==> src/design/fifo_queue_with_remove_and_search_unit_assert.svh <==
// Assertion macros for the queue with remove and search.
// Depends on a clock named aclk and an active-low reset named aresetn in scope.
`ifndef FIFO_QUEUE_WITH_REMOVE_AND_SEARCH_UNIT_ASSERT_SVH
`define FIFO_QUEUE_WITH_REMOVE_AND_SEARCH_UNIT_ASSERT_SVH

// The consequent must hold in the same cycle as the antecedent.
`define FQRS_ASSERT_IMP(label, ante, cons) \
    label: assert property (@(posedge aclk) disable iff (!aresetn) (ante) |-> (cons)) \
        else $error("assertion failed");

// The consequent must hold in the cycle after the antecedent.
`define FQRS_ASSERT_NEXT(label, ante, cons) \
    label: assert property (@(posedge aclk) disable iff (!aresetn) (ante) |=> (cons)) \
        else $error("assertion failed");

`endif

==> src/design/fqrs_pkg.sv <==
// Shared types and codes for the queue with remove and search.
// No dependencies.
`timescale 1ns / 1ps

package fqrs_pkg;

    typedef enum logic [2:0] {
        OP_ENQ    = 3'd0,
        OP_DEQ    = 3'd1,
        OP_PEEK   = 3'd2,
        OP_REMOVE = 3'd3,
        OP_SEARCH = 3'd4
    } fqrs_op_t;

    typedef enum logic [1:0] {
        ST_OK        = 2'd0,
        ST_EMPTY     = 2'd1,
        ST_NOT_FOUND = 2'd2,
        ST_FULL      = 2'd3
    } fqrs_status_t;

    typedef struct packed {
        logic load;
        logic shift;
        logic cmp;
        logic live;
    } fqrs_cell_ctl_t;

    localparam int unsigned KEY_FIELD_W   = 16;
    localparam int unsigned COUNT_FIELD_W = 5;

endpackage

==> src/design/fqrs_cell.sv <==
// One storage cell of the queue: holds an entry and its compare result.
// Depends on fqrs_pkg for the control struct.
`timescale 1ns / 1ps

module fqrs_cell
    import fqrs_pkg::*;
#(
    parameter int unsigned KEY_WIDTH = 16
) (
    input  logic                 aclk,
    input  fqrs_cell_ctl_t       ctl,
    input  logic [KEY_WIDTH-1:0] key_in,
    input  logic [KEY_WIDTH-1:0] neighbor_value,
    output logic [KEY_WIDTH-1:0] value,
    output logic                 match
);

    logic [KEY_WIDTH-1:0] value_reg;
    logic [KEY_WIDTH-1:0] value_next;
    logic                 match_reg;
    logic                 match_next;

    always_comb begin
        value_next = value_reg;
        if (ctl.load) begin
            value_next = key_in;
        end else if (ctl.shift) begin
            value_next = neighbor_value;
        end
        match_next = match_reg;
        if (ctl.cmp) begin
            match_next = ctl.live && (value_reg == key_in);
        end
    end

    always_ff @(posedge aclk) begin
        value_reg <= value_next;
        match_reg <= match_next;
    end

    assign value = value_reg;
    assign match = match_reg;

endmodule

==> src/design/fifo_queue_with_remove_and_search_unit.sv <==
// Queue of process handles with enqueue, dequeue, peek, remove by key and search.
// Depends on fqrs_pkg, fqrs_cell and the assertion macro header.
//
// Each entry lives in its own cell; all cells compare against the key at once and
// shift toward the head together to close a gap. An item passes through S_IDLE, which
// accepts the transfer, S_CMP, in which every cell registers its compare, and S_EXEC,
// which updates the cells and loads the result register. The last step waits while a
// previous result is still held on the output, and no new transfer is accepted
// until that step completes, so a stalled output holds off the next transfer.
// An enqueue to a full queue is dropped with full status.
`timescale 1ns / 1ps

module fifo_queue_with_remove_and_search_unit
    import fqrs_pkg::*;
#(
    parameter int unsigned DEPTH     = 16,
    parameter int unsigned KEY_WIDTH = 16
) (
    input  logic        aclk,
    input  logic        aresetn,
    input  logic        s_tvalid,
    output logic        s_tready,
    input  logic [15:0] s_tdata,  // key[15:0]
    input  logic [2:0]  s_tuser,  // mode[2:0]
    output logic        m_tvalid,
    input  logic        m_tready,
    output logic [23:0] m_tdata   // head_value[15:0], found[16], status[18:17], count[23:19]
);

    `include "fifo_queue_with_remove_and_search_unit_assert.svh"

    localparam int unsigned COUNT_W = $clog2(DEPTH + 1);
    localparam int unsigned KW_IN   = (KEY_WIDTH < KEY_FIELD_W) ? KEY_WIDTH : KEY_FIELD_W;

    typedef enum logic [1:0] {
        S_IDLE,
        S_CMP,
        S_EXEC
    } state_t;

    state_t               state_reg;
    state_t               state_next;
    fqrs_op_t             mode_reg;
    fqrs_op_t             mode_next;
    logic [KEY_WIDTH-1:0] key_reg;
    logic [KEY_WIDTH-1:0] key_next;
    logic [COUNT_W-1:0]   count_reg;
    logic [COUNT_W-1:0]   count_next;
    logic                 m_valid_reg;
    logic                 m_valid_next;
    logic [15:0]          head_reg;
    logic [15:0]          head_next;
    logic                 found_reg;
    logic                 found_next;
    fqrs_status_t         status_reg;
    fqrs_status_t         status_next;

    logic [KEY_WIDTH-1:0] cell_value [DEPTH];
    logic [DEPTH-1:0]     match_vec;
    logic [DEPTH-1:0]     before_vec;
    fqrs_cell_ctl_t       cell_ctl [DEPTH];

    logic exec_go;
    logic full;
    logic empty;
    logic any_match;
    logic [31:0] count_wide;

    assign full      = (count_reg == COUNT_W'(DEPTH));
    assign empty     = (count_reg == '0);
    assign any_match = |match_vec;
    assign exec_go   = (state_reg == S_EXEC) && (!m_valid_reg || m_tready);

    for (genvar i = 0; i < DEPTH; i++) begin : g_cell
        localparam logic [DEPTH-1:0] LOW_MASK = (DEPTH'(1) << i) - DEPTH'(1);
        logic [KEY_WIDTH-1:0] neighbor;

        assign before_vec[i] = |(match_vec & LOW_MASK);

        if (i == DEPTH - 1) begin : g_last
            assign neighbor = '0;
        end else begin : g_mid
            assign neighbor = cell_value[i+1];
        end

        always_comb begin
            cell_ctl[i].cmp   = (state_reg == S_CMP);
            cell_ctl[i].live  = (COUNT_W'(i) < count_reg);
            cell_ctl[i].load  = 1'b0;
            cell_ctl[i].shift = 1'b0;
            if (exec_go) begin
                case (mode_reg)
                    OP_ENQ: begin
                        cell_ctl[i].load = !full && (count_reg == COUNT_W'(i));
                    end
                    OP_DEQ: begin
                        cell_ctl[i].shift = !empty;
                    end
                    OP_REMOVE: begin
                        cell_ctl[i].shift = match_vec[i] || before_vec[i];
                    end
                    default: begin
                        cell_ctl[i].shift = 1'b0;
                    end
                endcase
            end
        end

        fqrs_cell #(
            .KEY_WIDTH(KEY_WIDTH)
        ) u_cell (
            .aclk          (aclk),
            .ctl           (cell_ctl[i]),
            .key_in        (key_reg),
            .neighbor_value(neighbor),
            .value         (cell_value[i]),
            .match         (match_vec[i])
        );
    end

    always_comb begin
        state_next   = state_reg;
        mode_next    = mode_reg;
        key_next     = key_reg;
        count_next   = count_reg;
        m_valid_next = m_valid_reg;
        head_next    = head_reg;
        found_next   = found_reg;
        status_next  = status_reg;

        if (m_valid_reg && m_tready) begin
            m_valid_next = 1'b0;
        end

        case (state_reg)
            S_IDLE: begin
                if (s_tvalid) begin
                    mode_next  = fqrs_op_t'(s_tuser);
                    key_next   = KEY_WIDTH'(s_tdata[KW_IN-1:0]);
                    state_next = S_CMP;
                end
            end
            S_CMP: begin
                state_next = S_EXEC;
            end
            S_EXEC: begin
                if (exec_go) begin
                    m_valid_next = 1'b1;
                    head_next    = '0;
                    found_next   = 1'b0;
                    status_next  = ST_OK;
                    state_next   = S_IDLE;
                    case (mode_reg)
                        OP_ENQ: begin
                            if (full) begin
                                status_next = ST_FULL;
                            end else begin
                                count_next = count_reg + COUNT_W'(1);
                            end
                        end
                        OP_DEQ, OP_PEEK: begin
                            if (empty) begin
                                status_next = ST_EMPTY;
                            end else begin
                                head_next = KEY_FIELD_W'(cell_value[0][KW_IN-1:0]);
                                if (mode_reg == OP_DEQ) begin
                                    count_next = count_reg - COUNT_W'(1);
                                end
                            end
                        end
                        OP_REMOVE, OP_SEARCH: begin
                            if (empty) begin
                                status_next = ST_EMPTY;
                            end else if (any_match) begin
                                found_next = 1'b1;
                                if (mode_reg == OP_REMOVE) begin
                                    count_next = count_reg - COUNT_W'(1);
                                end
                            end else begin
                                status_next = ST_NOT_FOUND;
                            end
                        end
                        default: begin
                            status_next = ST_OK;
                        end
                    endcase
                end
            end
            default: begin
                state_next = S_IDLE;
            end
        endcase
    end

    always_ff @(posedge aclk) begin
        if (!aresetn) begin
            state_reg   <= S_IDLE;
            count_reg   <= '0;
            m_valid_reg <= 1'b0;
        end else begin
            state_reg   <= state_next;
            count_reg   <= count_next;
            m_valid_reg <= m_valid_next;
        end
        mode_reg   <= mode_next;
        key_reg    <= key_next;
        head_reg   <= head_next;
        found_reg  <= found_next;
        status_reg <= status_next;
    end

    assign count_wide = 32'(count_reg);
    assign s_tready   = (state_reg == S_IDLE);
    assign m_tvalid   = m_valid_reg;
    assign m_tdata    = {count_wide[COUNT_FIELD_W-1:0], status_reg, found_reg, head_reg};

    `FQRS_ASSERT_IMP(a_count_range, 1'b1, count_reg <= COUNT_W'(DEPTH))
    `FQRS_ASSERT_IMP(a_full_means_full, m_valid_reg && (status_reg == ST_FULL), full)
    `FQRS_ASSERT_IMP(a_found_is_ok, m_valid_reg && found_reg, status_reg == ST_OK)
    `FQRS_ASSERT_NEXT(a_accept_to_cmp, s_tvalid && s_tready, state_reg == S_CMP)

endmodule
==> config.mk <==
export PLATFORM = sky130hd
export DESIGN_NAME = fifo_queue_with_remove_and_search_unit
export DESIGN_NICKNAME = d
export VERILOG_FILES = /design/src/design/fqrs_pkg.sv /design/src/design/fqrs_cell.sv /design/src/design/fifo_queue_with_remove_and_search_unit.sv
export VERILOG_INCLUDE_DIRS = /design/src /design/src/design
export SDC_FILE = /design/constraint.sdc
export NUM_CORES = 1
export LEC_CHECK = 0
export ABC_AREA = 1
export ABC_CLOCK_PERIOD_IN_PS = 5100
export BUFFER_PORTS_ARGS = -buffer_cell sky130_fd_sc_hd__buf_2
export CAP_MARGIN = 30
export CORE_ASPECT_RATIO = 1.75
export CORE_UTILIZATION = 50
export CTS_CLUSTER_SIZE = 16
export DETAILED_ROUTE_END_ITERATION = 6
export PLACE_DENSITY = 0.66
export SYNTH_ARGS = -nofsm -noshare
export SYNTH_HDL_FRONTEND = slang
export SYNTH_HIERARCHICAL = 1
export SYNTH_SLANG_ARGS = --single-unit
==> constraint.sdc <==
create_clock -name aclk -period 5.1 [get_ports aclk]
set_input_delay 1.02 -clock aclk [delete_from_list [all_inputs] [get_ports aclk]]
set_output_delay 1.02 -clock aclk [all_outputs]
set_load 0.005 [all_outputs]
==> impl_metrics.toml <==
[status]
status = "complete, no violations"

[worst_setup_path]
r2r_slack_ns = 1.84
r2r_cells = 10
crit_type = "in2reg"
critPathRequiredTime_ns = 5.42
path_max_fanout = 27
cp-start-kind = "input pin"
r2r_start = "count_reg[1]"
crit_arrival_ns = 3.58
r2r_end = "g_cell[9].u_cell/value[3]"
cp-end-kind = "flop"

[clock_network]
cts_resized = 0
cts.sinks = 318
cts_tree = "done"
cts_buffer_depth = 3
insertion_delay_ns = 0.59
cts_made_buffers = 31
cts_root_buf = "clkbuf_16"
htree_levels = 1
ctsHoldBuffers = 0
cts.clk_slew.worst_paths_ns = 0.06
cts_setup_buffers = 0

[placed_design]
gp_congestion = 0.940
dpl-instance-area_um2 = 19500
place_hpwl_mm = 38.2
portBuffers = 48
pre_cts_ws_ns = 1.26

[logic_synthesis]
synth_ff_type = "edfxtp_1"
ys_types = 32
synth_xor_area_share_pct = 1.58
yosysTopAreaCell = "edfxtp_1"
synth-compound-area-share_pct = 9.85
synth_edf_count = 310
yosys.area_share.simple_pct = 26.1
synthTopCellsByCount = "940 x nand2_1, 456 x inv_1, 310 x edfxtp_1, 175 x nor2_1, 161 x o21ai_0"
synth_top_area_share_pct = 49.4
async_flop_share_pct = 0
syn_inst = 2430
synth.most_common_cell = "nand2_1"
syn_area_per_cell_um2 = 7.75
ys.warnings.count = 6
yosys-top-cells-area = "edfxtp_1 49%, nand2_1 19%, inv_1 9.1%"
seq_area_frac_synth_pct = 50.3
synthMuxAreaShare_pct = 0
synth_top_family_by_area = "simple AND/OR/NAND/NOR gates"
synthAdderAreaFrac_pct = 0.332
syn_area_um2 = 18800
ys_ff_latch = 318

[finish]
fillers = 3474
drive_gt1_share_pct = 9.66
regArea_um2 = 9470
nNetsFinal = 2533
multi_input_comb_area_um2 = 7200
syn_to_final_growth_pct = 8.97
final_area_um2 = 20500
insertedDiodeCount = 0
largest_register_ffs = 256

[power]
comb_power_share_pct = 7.3
swShare_pct = 23.8
p_leak_nw = 9.99
power_switching_mw = 1.36
p_per_area_nw_per_um2 = 278
pwr-share-clk_pct = 41.7
peakVddDrop_mv = 0.255
p_seq_share_pct = 51.0
power.internal_mw = 4.35

[min_path]
hp-class = "reg2reg"
hold_start = "state_reg[0]"
holdPathStages = 1
holdPathEnd = "state_reg[0]"

[routing]
wl_per_cell_um = 17.9
ant_nets = 0
routed_wirelength_mm = 53.7
drc = 0
drtPass1Iterations = 5
dr_total_vias = 15600
drt_iter0_markers = 1036
via_per_inst = 5.20

[timing]
setup_tns_ns = 0
tightest_slew_ns = 1.01
period_needed_ns = 3.26
fin_hold_ws_ns = 0.512
slew_headroom_pct = 32.7
setup_ws_ns = 1.84
hold_violations = 0
fin_crit_sh_pct = 64.0
rsz0062_at_grt = "false"
setup_viol_count_final = 0
skew_ns = 0.0197
slew_violations = 0
fmax_mhz = 307

[grt]
antenna_found_initial = 1
grt_pass1_vias = 15900
track_usage_pct = 28.6
grt_first_pass_wirelength_mm = 83.3
grt_util_met1_pct = 27.3
grt.met2_usage_pct = 55.5
gr-max-usage-layer = "met2"
grt_max_degree = 49
overflow = 0
grt_use_met3_pct = 3.24

[floorplan]
fp.dieArea_um2 = 38500
die_y_um = 259
coreArea_um2 = 37000
fp-row-count = 93
boundaryPins = 49
initial_core_util_pct = 50.9
fp.dieW_um = 149

[flow_run]
maxCapViolations = 0
==> how the worst max path moves through the flow <==
stage                             from                          end  slack, ns  cells past startpoint
final                         m_tready   g_cell[2].u_cell/value[11]       1.84                     11
after global routing      count_reg[1]    g_cell[9].u_cell/value[0]       1.57                     10
after CTS                     m_tready   g_cell[14].u_cell/value[4]       1.87                     11
after detailed placement      m_tready   g_cell[14].u_cell/value[4]       1.26                     11
after global placement        m_tready  g_cell[14].u_cell/value[11]       1.35                     11
after floorplan               m_tready   g_cell[15].u_cell/value[0]       1.85                      7
==> final cells by class <==
type / count / share of cell area [%]
inverter: 480 / 8.78
timing repair buffer: 70 / 2.15
tap: 475 / 2.90
multi-input combinational: 1604 / 35.1
clock inverter: 15 / 0.835
sequential: 318 / 46.1
clock buffer: 39 / 4.12
==> cell usage in the layout (no fill, tap or decap), types with 19 or more instances in the layout <==
cell type  count
nand2_1      940
inv_1        456
edfxtp_1     310
nor2_1       174
o21ai_0      161
o21ai_2       64
nand3_1       49
buf_2         48
a21oi_1       34
o22ai_1       32
clkbuf_16     31
inv_2         24
o21ai_1       19
buf_4         19
==> layer usage <==
| metal | share of wire [%] | vias up |
|---|---|---|
| met5 | 0.017 | - |
| met4 | 7.4 | 2 |
| met3 | 4.2 | 211 |
| met2 | 55 | 469 |
| met1 | 34 | 7174 |
| li1 | - | 7747 |
==> critical path: stages <==
cell and delay (ns):
buf_2 0.08, inv_1 0.03, nand2_1 0.10, inv_1 0.09
nor2_4 0.15, buf_4 0.36, nand2_1 0.32, nor3_1 0.75
inv_2 0.40, nand2_1 0.19, o21ai_2 0.07
==> logic make-up (layout without fill, tap and decap cells) <==
group                      Yosys count  after routing
xor gates and xnor gates            34             34
other                                1             16
AOI/OAI and AO/OA                  313            313
buffers and inverters              523            604
and+or+nand+nor                   1236           1236
DFF                                318            318
adders and majority gates            5              5
==> power by group through the flow <==
stage                     Sequential (mW)  Clock [mW]  Combinational (mW)
after floorplan                      2.99           0               0.233
after global placement               2.97           0               0.394
after detailed placement             2.97           0               0.412
after CTS                            2.91        2.42               0.414
after global routing                 2.92        2.50               0.465
final                                2.91        2.38               0.418
==> stage by stage <==
step                      utilization, %  power (mW)  std cells
after global routing                55.5        5.88       3001
after detailed placement            52.7        3.38       2947
final                               55.5        5.71       3001
after floorplan                        -        3.22       2445
after global placement              52.6        3.37       2944
after CTS                           55.5        5.74       3001
Power figures use the tool's default switching activity.
